$ cat src/design/idre_pkg.sv
// ----------------------------------------------------------------------------
// idre_pkg
// Shared types, constants and the feature view table for the ID register
// read emulation block.
// ----------------------------------------------------------------------------
package idre_pkg;

   localparam int unsigned InsnWidth  = 32;
   localparam int unsigned ValueWidth = 64;
   localparam int unsigned RegWidth   = 5;

   localparam logic [31:0] MRS_MASK   = 32'hfff0_0000;
   localparam logic [31:0] MRS_MATCH  = 32'hd530_0000;
   localparam logic [63:0] MPIDR_SAFE = 64'h0000_0000_8000_0000;

   // CRm codes of interest
   localparam logic [3:0] CRM_MAIN = 4'd0;
   localparam logic [3:0] CRM_RSVD = 4'd1;
   localparam logic [3:0] CRM_LAST = 4'd7;

   // op2 selectors within CRm 0
   localparam logic [2:0] OP2_MIDR   = 3'd0;
   localparam logic [2:0] OP2_MPIDR  = 3'd5;
   localparam logic [2:0] OP2_REVIDR = 3'd6;

   typedef struct packed {
      logic                  hit;
      logic [ValueWidth-1:0] show;
      logic [ValueWidth-1:0] safe;
   } view_type;

   typedef struct packed {
      logic                  handled;
      logic [RegWidth-1:0]   dest_reg;
      logic [ValueWidth-1:0] read_value;
   } result_type;

   // Visible-bit mask and hidden safe bits for the tracked slots in CRm 4..7.
   function automatic view_type view_lookup(input logic [2:0] crm, input logic [2:0] op2);
      view_type v;
      v.hit  = 1'b1;
      v.show = '0;
      v.safe = '0;
      unique case ({crm, op2})
         {3'd4, 3'd0}: begin
            v.show = 64'h000f_000f_00ff_0000;
            v.safe = 64'h0000_0000_0000_0011;
         end
         {3'd4, 3'd1}: v.show = 64'h0000_f000_0f00_0fff;
         {3'd4, 3'd2}: v.show = 64'h0000_000f_0000_0ff0;
         {3'd4, 3'd4}: v.show = 64'h0fff_ff0f_0fff_f0ff;
         {3'd4, 3'd5}: v.show = 64'hbff1_ffff_7381_0001;
         {3'd4, 3'd7}: v.show = 64'h0000_0000_fc00_8003;
         {3'd5, 3'd0}: v.safe = 64'h0000_0000_0000_0006;
         {3'd6, 3'd0}: v.show = 64'hf0ff_ffff_f0ff_fff0;
         {3'd6, 3'd1}: v.show = 64'hf0ff_f0ff_ffff_ffff;
         {3'd6, 3'd2}: v.show = 64'h0fff_0000_00ff_ffff;
         {3'd6, 3'd3}: v.show = 64'h0000_0000_f00f_00f0;
         {3'd7, 3'd0}: begin
            v.show = 64'hf000_0000_0000_0000;
            v.safe = 64'h0000_0111_ff00_0000;
         end
         {3'd7, 3'd1}: v.show = 64'h0000_f000_0000_0000;
         {3'd7, 3'd2}: v.show = 64'h0000_000f_0000_0000;
         {3'd7, 3'd3}: v.show = 64'h0000_0000_000f_0000;
         default:      v.hit  = 1'b0;
      endcase
      return v;
   endfunction

endpackage

$ cat src/design/idre_decode.sv
// ----------------------------------------------------------------------------
// idre_decode
// Decodes one instruction word as an MRS of the ID register space and forms
// the emulated register value from the raw ID value.
// ----------------------------------------------------------------------------
module idre_decode (
   input  logic [idre_pkg::InsnWidth-1:0]  insn_word,
   input  logic [idre_pkg::ValueWidth-1:0] raw_id_value,
   output idre_pkg::result_type            result
);
   import idre_pkg::*;

   logic       op0_hi;
   logic [2:0] op1;
   logic [3:0] crn;
   logic [3:0] crm;
   logic [2:0] op2;
   logic       in_space;
   view_type   view;

   assign op0_hi = insn_word[19];
   assign op1    = insn_word[18:16];
   assign crn    = insn_word[15:12];
   assign crm    = insn_word[11:8];
   assign op2    = insn_word[7:5];

   assign in_space = ((insn_word & MRS_MASK) == MRS_MATCH) && op0_hi && (op1 == 3'd0)
                     && (crn == 4'd0) && (crm != CRM_RSVD) && (crm <= CRM_LAST);

   assign view = view_lookup(crm[2:0], op2);

   always_comb begin
      result = '0;
      if (in_space) begin
         if (crm == CRM_MAIN) begin
            priority if (op2 == OP2_MIDR) begin
               result.handled    = 1'b1;
               result.read_value = raw_id_value;
            end else if (op2 == OP2_MPIDR) begin
               result.handled    = 1'b1;
               result.read_value = MPIDR_SAFE;
            end else if (op2 == OP2_REVIDR) begin
               result.handled    = 1'b1;
            end else begin
               // refuse any other CRm 0 selector
               result.handled    = 1'b0;
            end
         end else begin
            result.handled    = 1'b1;
            // untracked slots read as zero
            result.read_value = view.hit ? ((raw_id_value & view.show) | view.safe) : '0;
         end
         if (result.handled) begin
            result.dest_reg = insn_word[RegWidth-1:0];
         end
      end
   end

endmodule

$ cat src/design/id_register_read_emulation.sv
// ----------------------------------------------------------------------------
// id_register_read_emulation
// Emulates EL0 reads of the ID register space: one instruction word and raw
// ID value in, one handled flag, destination and value out.
// ----------------------------------------------------------------------------
//  channel   direction  handshake              payload
//  req       in         req_valid/req_ready    insn_word, raw_id_value
//  rsp       out        rsp_valid/rsp_ready    handled, dest_reg, read_value
//
//  Two register stages: an input register, then the decode and table lookup
//  into the result register. One item per cycle while rsp_ready does not stall it.
//  req_ready drops only when both stages hold items and rsp_ready is low.
//  Reset clears both stage valids; payload registers are not reset.
// ----------------------------------------------------------------------------
module id_register_read_emulation (
   input  logic                            clock,
   input  logic                            reset,
   input  logic                            req_valid,
   output logic                            req_ready,
   input  logic [idre_pkg::InsnWidth-1:0]  req_insn_word,
   input  logic [idre_pkg::ValueWidth-1:0] req_raw_id_value,
   output logic                            rsp_valid,
   input  logic                            rsp_ready,
   output logic                            rsp_handled,
   output logic [idre_pkg::RegWidth-1:0]   rsp_dest_reg,
   output logic [idre_pkg::ValueWidth-1:0] rsp_read_value
);
   import idre_pkg::*;

   logic                  in_valid_ff;
   logic                  in_valid_in;
   logic [InsnWidth-1:0]  insn_ff;
   logic [ValueWidth-1:0] raw_ff;
   logic                  out_valid_ff;
   logic                  out_valid_in;
   result_type            out_ff;
   result_type            dec_result;
   logic                  out_take;
   logic                  in_take;

   // result register frees up when empty or drained this cycle
   assign out_take  = !out_valid_ff || rsp_ready;
   assign in_take   = !in_valid_ff || out_take;
   assign req_ready = in_take;

   assign in_valid_in  = in_take ? req_valid : in_valid_ff;
   assign out_valid_in = out_take ? in_valid_ff : out_valid_ff;

   idre_decode u_decode (
      .insn_word    (insn_ff),
      .raw_id_value (raw_ff),
      .result       (dec_result)
   );

   always_ff @(posedge clock) begin
      if (reset) begin
         in_valid_ff  <= 1'b0;
         out_valid_ff <= 1'b0;
      end else begin
         in_valid_ff  <= in_valid_in;
         out_valid_ff <= out_valid_in;
      end
   end

   always_ff @(posedge clock) begin
      if (in_take && req_valid) begin
         insn_ff <= req_insn_word;
         raw_ff  <= req_raw_id_value;
      end
      if (out_take && in_valid_ff) begin
         out_ff <= dec_result;
      end
   end

   assign rsp_valid      = out_valid_ff;
   assign rsp_handled    = out_ff.handled;
   assign rsp_dest_reg   = out_ff.dest_reg;
   assign rsp_read_value = out_ff.read_value;

   a_accept_fills: assert property (@(posedge clock) disable iff (reset)
      req_valid && req_ready |=> in_valid_ff)
      else $error("accepted item not held in input register");

   a_advance: assert property (@(posedge clock) disable iff (reset)
      in_valid_ff && out_take |=> out_valid_ff)
      else $error("item lost between input and result register");

   a_refused_zero: assert property (@(posedge clock) disable iff (reset)
      out_valid_ff && !out_ff.handled |-> out_ff.dest_reg == '0 && out_ff.read_value == '0)
      else $error("refused item carries nonzero fields");

   a_no_stall_empty: assert property (@(posedge clock) disable iff (reset)
      !in_valid_ff |-> req_ready)
      else $error("input stalls with empty input register");

endmodule
$ cat config.mk
export PLATFORM = sky130hd
export DESIGN_NAME = id_register_read_emulation
export DESIGN_NICKNAME = d
export VERILOG_FILES = /design/src/design/idre_pkg.sv /design/src/design/idre_decode.sv /design/src/design/id_register_read_emulation.sv
export SDC_FILE = /design/constraint.sdc
export NUM_CORES = 1
export LEC_CHECK = 0
export BUFFER_PORTS_ARGS = -buffer_cell sky130_fd_sc_hd__buf_2
export CORE_UTILIZATION = 35
export CTS_CLUSTER_SIZE = 40
export DETAILED_ROUTE_END_ITERATION = 10
export PLACE_DENSITY = 0.7
export SYNTH_ARGS = -nofsm -noshare
export SYNTH_HDL_FRONTEND = slang
export SYNTH_HIERARCHICAL = 1
export SYNTH_SLANG_ARGS = --single-unit
$ cat constraint.sdc
create_clock -name clock -period 2.4 [get_ports clock]
set_input_delay 0 -clock clock [delete_from_list [all_inputs] [get_ports clock]]
set_output_delay 0 -clock clock [all_outputs]
set_load 0.02 [all_outputs]
==> results.json, run 1 <==
{
  "area_growth_pct": 46.33,
  "grt_pass1_vias": 4576,
  "overflow": 0,
  "drc": 0,
  "synth_area_leaders": "edfxtp_1 (78%), and3_1 (2.2%), nor3b_1 (1.5%)",
  "clockBufferDepth": 2,
  "synth_edf_count": 166,
  "grt_util_all_layers": 0.1699,
  "status": "finished clean",
  "power.total_mw": 6.689,
  "cts_buffers": 17,
  "clock_sinks": 168,
  "insertion_delay_ps": 420,
  "powerDensity_mw_per_mm2": 712.7,
  "hold_viol": 0,
  "skew_ps": 12.53,
  "ant_nets": 0,
  "vdd_ir_drop_max_uv": 558.5,
  "drt-wirelength-per-cell_microns": 17.34,
  "p_leak_nw": 3.724,
  "async_flop_share": 0,
  "grt_max_degree": 54,
  "netlist_area_sq_mm": 0.006414,
  "rows": 49,
  "synth-main-ff-cell": "edfxtp_1",
  "ys_seq_area_frac": 0.7835,
  "hp-class": "in2reg",
  "dp_hpwl_mm": 10.18,
  "crit_buf_inv": 2,
  "worstPathMaxFanout": 24,
  "ys_top_cells_by_count": "edfxtp_1 (166), and3_1 (23), clkbuf_1 (15), o21ai_0 (15)",
  "synth-seq-cells": 168,
  "start_kind": "flop",
  "antenna_found_initial": 0,
  "wl_mm": 15.94,
  "fin_nets": 778,
  "ys_types": 60,
  "crit_slowest_cell": "or4b_4",
  "syn_nets": 482,
  "final_area_sq_mm": 0.009385,
  "setup_viol": 0,
  "htree_num_levels": 4,
  "yosysTopAreaCellShare": 0.7772,
  "io_pins": 172,
  "gp_congestion": 0.8524,
  "die_area_sq_mm": 0.01887,
  "core_area_sq_mm": 0.01796,
  "grt_first_pass_wirelength_mm": 23.21,
  "crit_family": "simple AND/OR/NAND/NOR gates",
  "period_minus_slack_ps": 2350,
  "drtIter0Drc": 237,
  "yosysWarnings": 6,
  "cap_violations": 0,
  "slew_headroom": 0.5320,
  "crit_arrival_ps": 2630,
  "fp.dieW_microns": 137.4,
  "tightestPinTransition_ps": 697.8,
  "crit_required_ps": 2680,
  "initial_core_util": 0.3570,
  "yosysMostFrequentCell": "edfxtp_1",
  "place_ws_ps": -72.79,
  "syn_inst": 382,
  "cts.clk_slew.worst_paths_ps": 70,
  "num-fill-cells": 1501,
  "drv_slew": 0,
  "post_drt_via_cell_ratio": 4.900,
  "die_h_microns": 137.4,
  "placed_area_sq_mm": 0.007749,
  "fmax_mhz": 425.5,
  "cp-end-kind": "flop",
  "synth.avg_cell_area_sq_um": 16.79,
  "vias": 4503,
  "timing.final.crit_share": 0.9793,
  "regToRegSetupSlack_ps": 50,
  "root_buffer": "clkbuf_16",
  "cts_tree": "done",
  "crit_chain": "or4b_4 -> or4_4 -> buf_4 -> nor3_4 -> buf_12 -> o311a_1",
  "setup_ws_ps": 49.73,
  "antenna_cells": 0,
  "max_stage_delay_ps": 520,
  "crit_type": "reg2reg",
  "grt_setup_unrepaired": "true",
  "drt-pass1-iter-count": 4,
  "yosys.area.top_type": "edfxtp_1",
  "portBuffers": 171,
  "drive_gt1_frac": 0.3652
}
-- kinds of logic after synthesis --
family | count (synthesis) | share of synthesized area
compound gates | 67 | 0.07491
buf+inv | 29 | 0.01873
simple gates | 115 | 0.1186
fa+ha+maj | 1 | 0.001561
flops | 168 | 0.7835
xor+xnor | 2 | 0.002732
-- final cells by class --
cell class	count	area (sq um)	share of cell area
clock buffers	17	425.4	0.04533
clock inverters	14	150.1	0.01600
inverters	7	26.28	0.002800
multi-input cells	185	1328	0.1414
flip-flops and latches	168	5025	0.5354
well taps	229	286.5	0.03053
repair buffers	299	2145	0.2285
-- per-stage QoR --
| step | instances | TNS (ps) | util | hold slack (ps) |
|---|---|---|---|---|
| after detailed placement | 788 | -149.6 | 0.4314 | 178.1 |
| after global routing | 919 | -83.23 | 0.5225 | 95.80 |
| after floorplan | 382 | 0 | - | 62.44 |
| after global placement | 788 | 0 | 0.4314 | 174.8 |
| after CTS | 918 | 0 | 0.5202 | 81.85 |
| final | 919 | 0 | 0.5225 | 104.3 |
-- worst paths after layout --
kind	from	to	cells after the start
max reg2reg	insn_ff[22]	rsp_read_value[19]	6
min	req_valid	raw_ff[23]	2
max	insn_ff[22]	rsp_read_value[19]	6
min reg2reg	in_valid_ff	rsp_valid	2
-- cell usage in the layout, fill, tap and decap left out, drive strengths merged, types with 8 or more instances in the layout --
master / Yosys / routed
a21oi: 14 / 14
and3: 23 / 23
nor2: 10 / 10
buf: 7 / 199
dlygate4sd3: 0 / 99
nor3: 10 / 10
edfxtp: 166 / 166
nor3b: 13 / 13
inv: 7 / 10
o21ai: 15 / 15
o211a: 8 / 8
and2: 15 / 15
clkbuf: 15 / 18
-- layer usage --
metal  part of all wire  GRT usage
met5                  0          0
met4              0.016    0.05433
met3              0.051    0.04746
met2               0.53     0.3056
met1               0.41     0.1941
-- timing repair --
item                                    in CTS  in global routing
hold buffers                                99                  0
setup buffers                                0                  0
gates resized for setup                      6                  3
pin swaps                                    0                  2
endpoints found under the setup margin       8                 52
hold endpoints to repair                    98                  0
cloned                                       0                  1
-- power by group --
part / switching [mW] / total (mW) / leakage [nW] / internal [mW]
Sequential: 0.0529 / 3.45 / 1.57 / 3.39
Combinational: 0.304 / 0.575 / 1.88 / 0.271
Clock: 1.13 / 2.67 / 0.276 / 1.53
Total: 1.49 / 6.69 / 3.72 / 5.20
Note: power is estimated with default switching activity, not from simulation.
==> inputs of run 2 (changes only) <==
CORE_UTILIZATION = 52   (was 35)
PLACE_DENSITY = 0.9   (was 0.7)
clock period = 2.5 ns   (was 2.4 ns; I/O delays follow)
==> run 2 against run 1 <==
Via count barely moved. Worst setup slack better by 30 ps. First-iteration DRC count is 81% higher. Critical endpoint is now rsp_read_value[47]. Largest power group unchanged. Highest routed layer unchanged.
==> results.json, run 2 (synthesis gave the netlist of run 1 again) <==
{
  "gp_congestion": 0.8531,
  "placed_area_sq_mm": 0.007586,
  "cts_buffers": 17,
  "drc": 0,
  "ant_nets": 0,
  "vias": 4501,
  "drtIter0Drc": 428,
  "comb_power_share": 0.086,
  "cts_tree": "done",
  "clkPwrFrac": 0.395,
  "skew_ps": 8.756,
  "drv_slew": 0,
  "setup_ws_ps": 80.22,
  "area_growth_pct": 43.04,
  "worstPathMaxFanout": 24,
  "power.total_mw": 6.378,
  "crit_type": "reg2reg",
  "status": "finished clean",
  "hold_slack_ps": 216.6,
  "hp-start": "req_valid",
  "crit_buf_inv": 1,
  "grt_max_degree": 61,
  "sequentialPowerShare": 0.519,
  "p_sw_frac": 0.2302,
  "clockBufferDepth": 2,
  "cellInternalPower_mw": 4.910,
  "cp-end-kind": "flop",
  "io_pins": 172,
  "wl_mm": 15.62,
  "place_ws_ps": 17.17,
  "portBuffers": 171,
  "grt_first_pass_wirelength_mm": 24.02,
  "regToRegSetupSlack_ps": 80,
  "timing.final.crit_share": 0.9679,
  "post_drt_via_cell_ratio": 5.423,
  "cts.clk_slew.worst_paths_ps": 70,
  "min_to": "raw_ff[52]",
  "dp_hpwl_mm": 9.181,
  "die_h_microns": 113.1,
  "drt-pass1-iter-count": 5,
  "grt_util_all_layers": 0.2567,
  "die_area_sq_mm": 0.01278,
  "start_kind": "flop",
  "final_area_sq_mm": 0.009174,
  "overflow": 0,
  "hold_viol": 0,
  "htree_num_levels": 4,
  "hold_depth": 3,
  "clock_sinks": 168,
  "initial_core_util": 0.5340,
  "place_inst": 698,
  "cap_violations": 0,
  "rows": 40,
  "period_minus_slack_ps": 2420,
  "p_leak_nw": 3.666,
  "insertion_delay_ps": 420,
  "crit_required_ps": 2740,
  "reg2reg_from": "insn_ff[22]",
  "layout_common_cells": "buf_2 (171), edfxtp_1 (166), dlygate4sd3_1 (99)",
  "setup_viol": 0,
  "final_common_cell": "buf_2",
  "drt-wirelength-per-cell_microns": 18.82,
  "max_stage_delay_ps": 550,
  "grt_pass1_vias": 4625,
  "powerDensity_mw_per_mm2": 695.2,
  "crit_family": "simple AND/OR/NAND/NOR gates",
  "stdcell_count": 830,
  "crit_chain": "or4b_1 -> or4_4 -> or3_4 -> buf_12 -> nor3b_1",
  "crit_arrival_ps": 2660,
  "vdd_ir_drop_max_uv": 666.4,
  "fin_nets": 770,
  "final_util": 0.7638,
  "fmax_mhz": 413.3,
  "root_buffer": "clkbuf_16",
  "fp.dieW_microns": 113.1,
  "crit_slowest_cell": "or4_4",
  "antenna_found_initial": 1,
  "drive_gt1_frac": 0.3490,
  "tightestPinTransition_ps": 736.5,
  "grt_setup_unrepaired": "true",
  "r2r-end": "rsp_read_value[47]",
  "num-fill-cells": 703,
  "slew_headroom": 0.5026,
  "reg2regPathDepth": 5,
  "hp-class": "in2reg",
  "tns_ps": 0,
  "core_area_sq_mm": 0.01201,
  "p_sw_mw": 1.468
}
run 2: how the worst max path moves through the flow:
| stage | slack, ps | startpoint | cells past startpoint | endpoint |
|---|---|---|---|---|
| after floorplan | 190 | insn_ff[23] | 6 | rsp_read_value[10] |
| after global placement | 110 | insn_ff[23] | 5 | rsp_read_value[32] |
| after detailed placement | 20 | insn_ff[23] | 5 | rsp_read_value[32] |
| after CTS | 20 | insn_ff[23] | 5 | rsp_read_value[32] |
| after global routing | -20 | insn_ff[27] | 5 | rsp_read_value[36] |
| final | 80 | insn_ff[22] | 5 | rsp_read_value[47] |
run 2: final cells by class:
type | count | area [sq um] | share of cell area
tap | 147 | 183.9 | 0.02005
antenna | 1 | 2.502 | 0.0002728
clock inverter | 14 | 140.1 | 0.01528
multi-input combinational | 185 | 1304 | 0.1421
timing repair buffer | 291 | 2067 | 0.2253
inverter | 7 | 26.28 | 0.002864
clock buffer | 17 | 425.4 | 0.04637
sequential | 168 | 5025 | 0.5477
run 2: worst reg2reg max path: cells and delay by family, from the launching register on:
family	cells	cell delay, ps
buffers and inverters	1	170
flip-flops	1	380
AND/OR/NAND/NOR	4	1690
run 2: what timing repair did:
action,4_1_cts,5_1_grt
endpoints found under the setup margin,1,10
pin swaps,0,1
buffers inserted,0,1
hold buffers,99,0
resized for setup,1,3
endpoints found under the hold margin,98,0
run 2: routing by layer:
| metal | vias up | routed length [microns] | global-route usage |
|---|---|---|---|
| met4 | 0 | 338 | 0.09561 |
| met3 | 28 | 876 | 0.07445 |
| met2 | 211 | 8208 | 0.4442 |
| met1 | 2167 | 6197 | 0.3058 |
| met5 | - | 0 | 0 |
| li1 | 2095 | - | - |
run 2: power by group through the flow:
stage,Combinational [mW],Sequential [mW],Clock [mW]
after detailed placement,0.417,3.37,0
after global routing,0.587,3.32,2.67
final,0.549,3.31,2.52
after global placement,0.407,3.36,0
after floorplan,0.139,3.43,0
after CTS,0.538,3.31,2.52
==> inputs of run 3 (changes only) <==
CORE_UTILIZATION = 55   (was 52)
GPL_TIMING_DRIVEN = 0   (was default)
PLACE_DENSITY = 0.94   (was 0.9)
clock period = 3.08 ns   (was 2.5 ns; I/O delays follow)
==> run 3 against run 2 <==
Via count up 3.5%. Maximum frequency down 8.9%. Worst setup slack better by 340 ps. Critical endpoint is now rsp_read_value[18]. Clock skew up 3.0 ps. Critical path type unchanged. Sequential cell count unchanged.
==> results.json, run 3 (synthesis gave the netlist of run 1 again) <==
{
  "multi_input_area_sq_mm": 0.001276,
  "period_minus_slack_ps": 2657,
  "cts.clk_slew.worst_paths_ps": 70,
  "skew_ps": 11.80,
  "start_kind": "flop",
  "crit_required_ps": 3370,
  "root_buffer": "clkbuf_16",
  "drt-pass1-iter-count": 5,
  "sequentialPowerShare": 0.525,
  "p_leak_nw": 3.559,
  "cts_tree": "done",
  "fmax_mhz": 376.4,
  "post_drt_via_cell_ratio": 5.634,
  "grt_pass1_vias": 4776,
  "drc": 0,
  "io_pins": 172,
  "die_area_sq_mm": 0.01210,
  "clkPwrFrac": 0.389,
  "comb_power_share": 0.086,
  "antenna_found_initial": 0,
  "crit_type": "reg2reg",
  "fin_nets": 771,
  "die_h_microns": 110.0,
  "crit_arrival_ps": 2950,
  "hp-class": "in2reg",
  "worstPathMaxFanout": 10,
  "placed_area_sq_mm": 0.007456,
  "tightestPinTransition_ps": 1254,
  "antenna_cells": 0,
  "drive_gt1_frac": 0.3173,
  "status": "finished clean",
  "ant_nets": 0,
  "num-fill-cells": 623,
  "area_growth_pct": 40.15,
  "slew_headroom": 0.1637,
  "register_area_sq_mm": 0.005025,
  "vdd_ir_drop_max_uv": 630.6,
  "fp.dieW_microns": 110.0,
  "hold_viol": 0,
  "grt_max_degree": 97,
  "drt-wirelength-per-cell_microns": 20.55,
  "wl_mm": 17.00,
  "drtIter0Drc": 395,
  "core_area_sq_mm": 0.01137,
  "clock_sinks": 168,
  "final_area_sq_mm": 0.008989,
  "insertion_delay_ps": 440,
  "vias": 4659,
  "htree_num_levels": 4,
  "gp_congestion": 0.9026,
  "final_common_cell": "buf_2",
  "grt_util_all_layers": 0.2929,
  "portBuffers": 171,
  "layout_common_cells": "buf_2 (174), edfxtp_1 (166), dlygate4sd3_1 (99)",
  "cellInternalPower_mw": 3.887,
  "drv_slew": 0,
  "cap_violations": 0,
  "tns_ps": 0,
  "grt_setup_unrepaired": "false",
  "grt_first_pass_wirelength_mm": 25.00,
  "p_sw_mw": 1.232,
  "p_sw_frac": 0.2407,
  "overflow": 0,
  "cp-end-kind": "flop",
  "rows": 39,
  "powerDensity_mw_per_mm2": 569.5,
  "cts_buffers": 17,
  "initial_core_util": 0.5641,
  "setup_viol": 0,
  "dp_hpwl_mm": 9.391,
  "postCtsSetupBuffers": 0,
  "clockBufferDepth": 2,
  "timing.final.crit_share": 0.8625
}
[run 3: layer usage]
metal  wire length, microns  vias to the layer above  global-route usage
li1                       -                     2092                   -
met1                   6454                     2260              0.3423
met2                   8832                      263              0.5094
met3                   1208                       44             0.07701
met4                    499                        0              0.1276
met5                      0                        -                   0
[run 3: final cells by class]
cell class | instances | share of cell area
Tap cell | 143 | 0.01991
Clock inverter | 15 | 0.01295
Multi-Input combinational cell | 185 | 0.1420
Inverter | 7 | 0.002923
Sequential cell | 168 | 0.5590
Clock buffer | 17 | 0.04733
Buffer | 22 | 0.01044
Timing Repair Buffer | 270 | 0.2055
[run 3: through the flow]
| step | cells | hold WS [ps] | util | setup slack (ps) | power [mW] |
|---|---|---|---|---|---|
| after floorplan | 382 | 62.44 | - | 766.4 | 2.898 |
| after global routing | 827 | 275.3 | 0.7906 | 182.8 | 5.258 |
| final | 827 | 275.1 | 0.7906 | 423.4 | 5.119 |
| after global placement | 696 | 173.8 | 0.6551 | 248.3 | 3.044 |
| after detailed placement | 696 | 178.1 | 0.6558 | 117.8 | 3.061 |
| after CTS | 827 | 261.8 | 0.7906 | 121.0 | 5.089 |
[run 3: what timing repair did]
item | in CTS | in global routing
hold buffers | 99 | 0
endpoints found under the setup margin | 0 | 55
endpoints found under the hold margin | 98 | 0
resized for setup | 0 | 1
[run 3: path summary, 6_finish.rpt]
kind                                            from                  to  slack, ps  cells after the start
worst max-delay path                     insn_ff[23]  rsp_read_value[18]        420                      5
worst min-delay path            req_raw_id_value[11]          raw_ff[11]        280                      2
worst max register to register           insn_ff[23]  rsp_read_value[18]        420                      5
worst min register to register           in_valid_ff           rsp_valid        500                      2
[run 3: critical path, cell delays in order (launching register included)]
cell and delay [ps]:
edfxtp_1 370, or4b_1 520, or4_4 590, nor3_2 380
clkbuf_1 400, o311a_1 250
[run 3: power by group through the flow]
stage                     Sequential (mW)  Clock, mW  Combinational (mW)
after floorplan                      2.79          0               0.112
after global placement               2.73          0               0.318
after detailed placement             2.73          0               0.328
after CTS                            2.68       1.98               0.427
after global routing                 2.70       2.09               0.472
final                                2.69       1.99               0.441
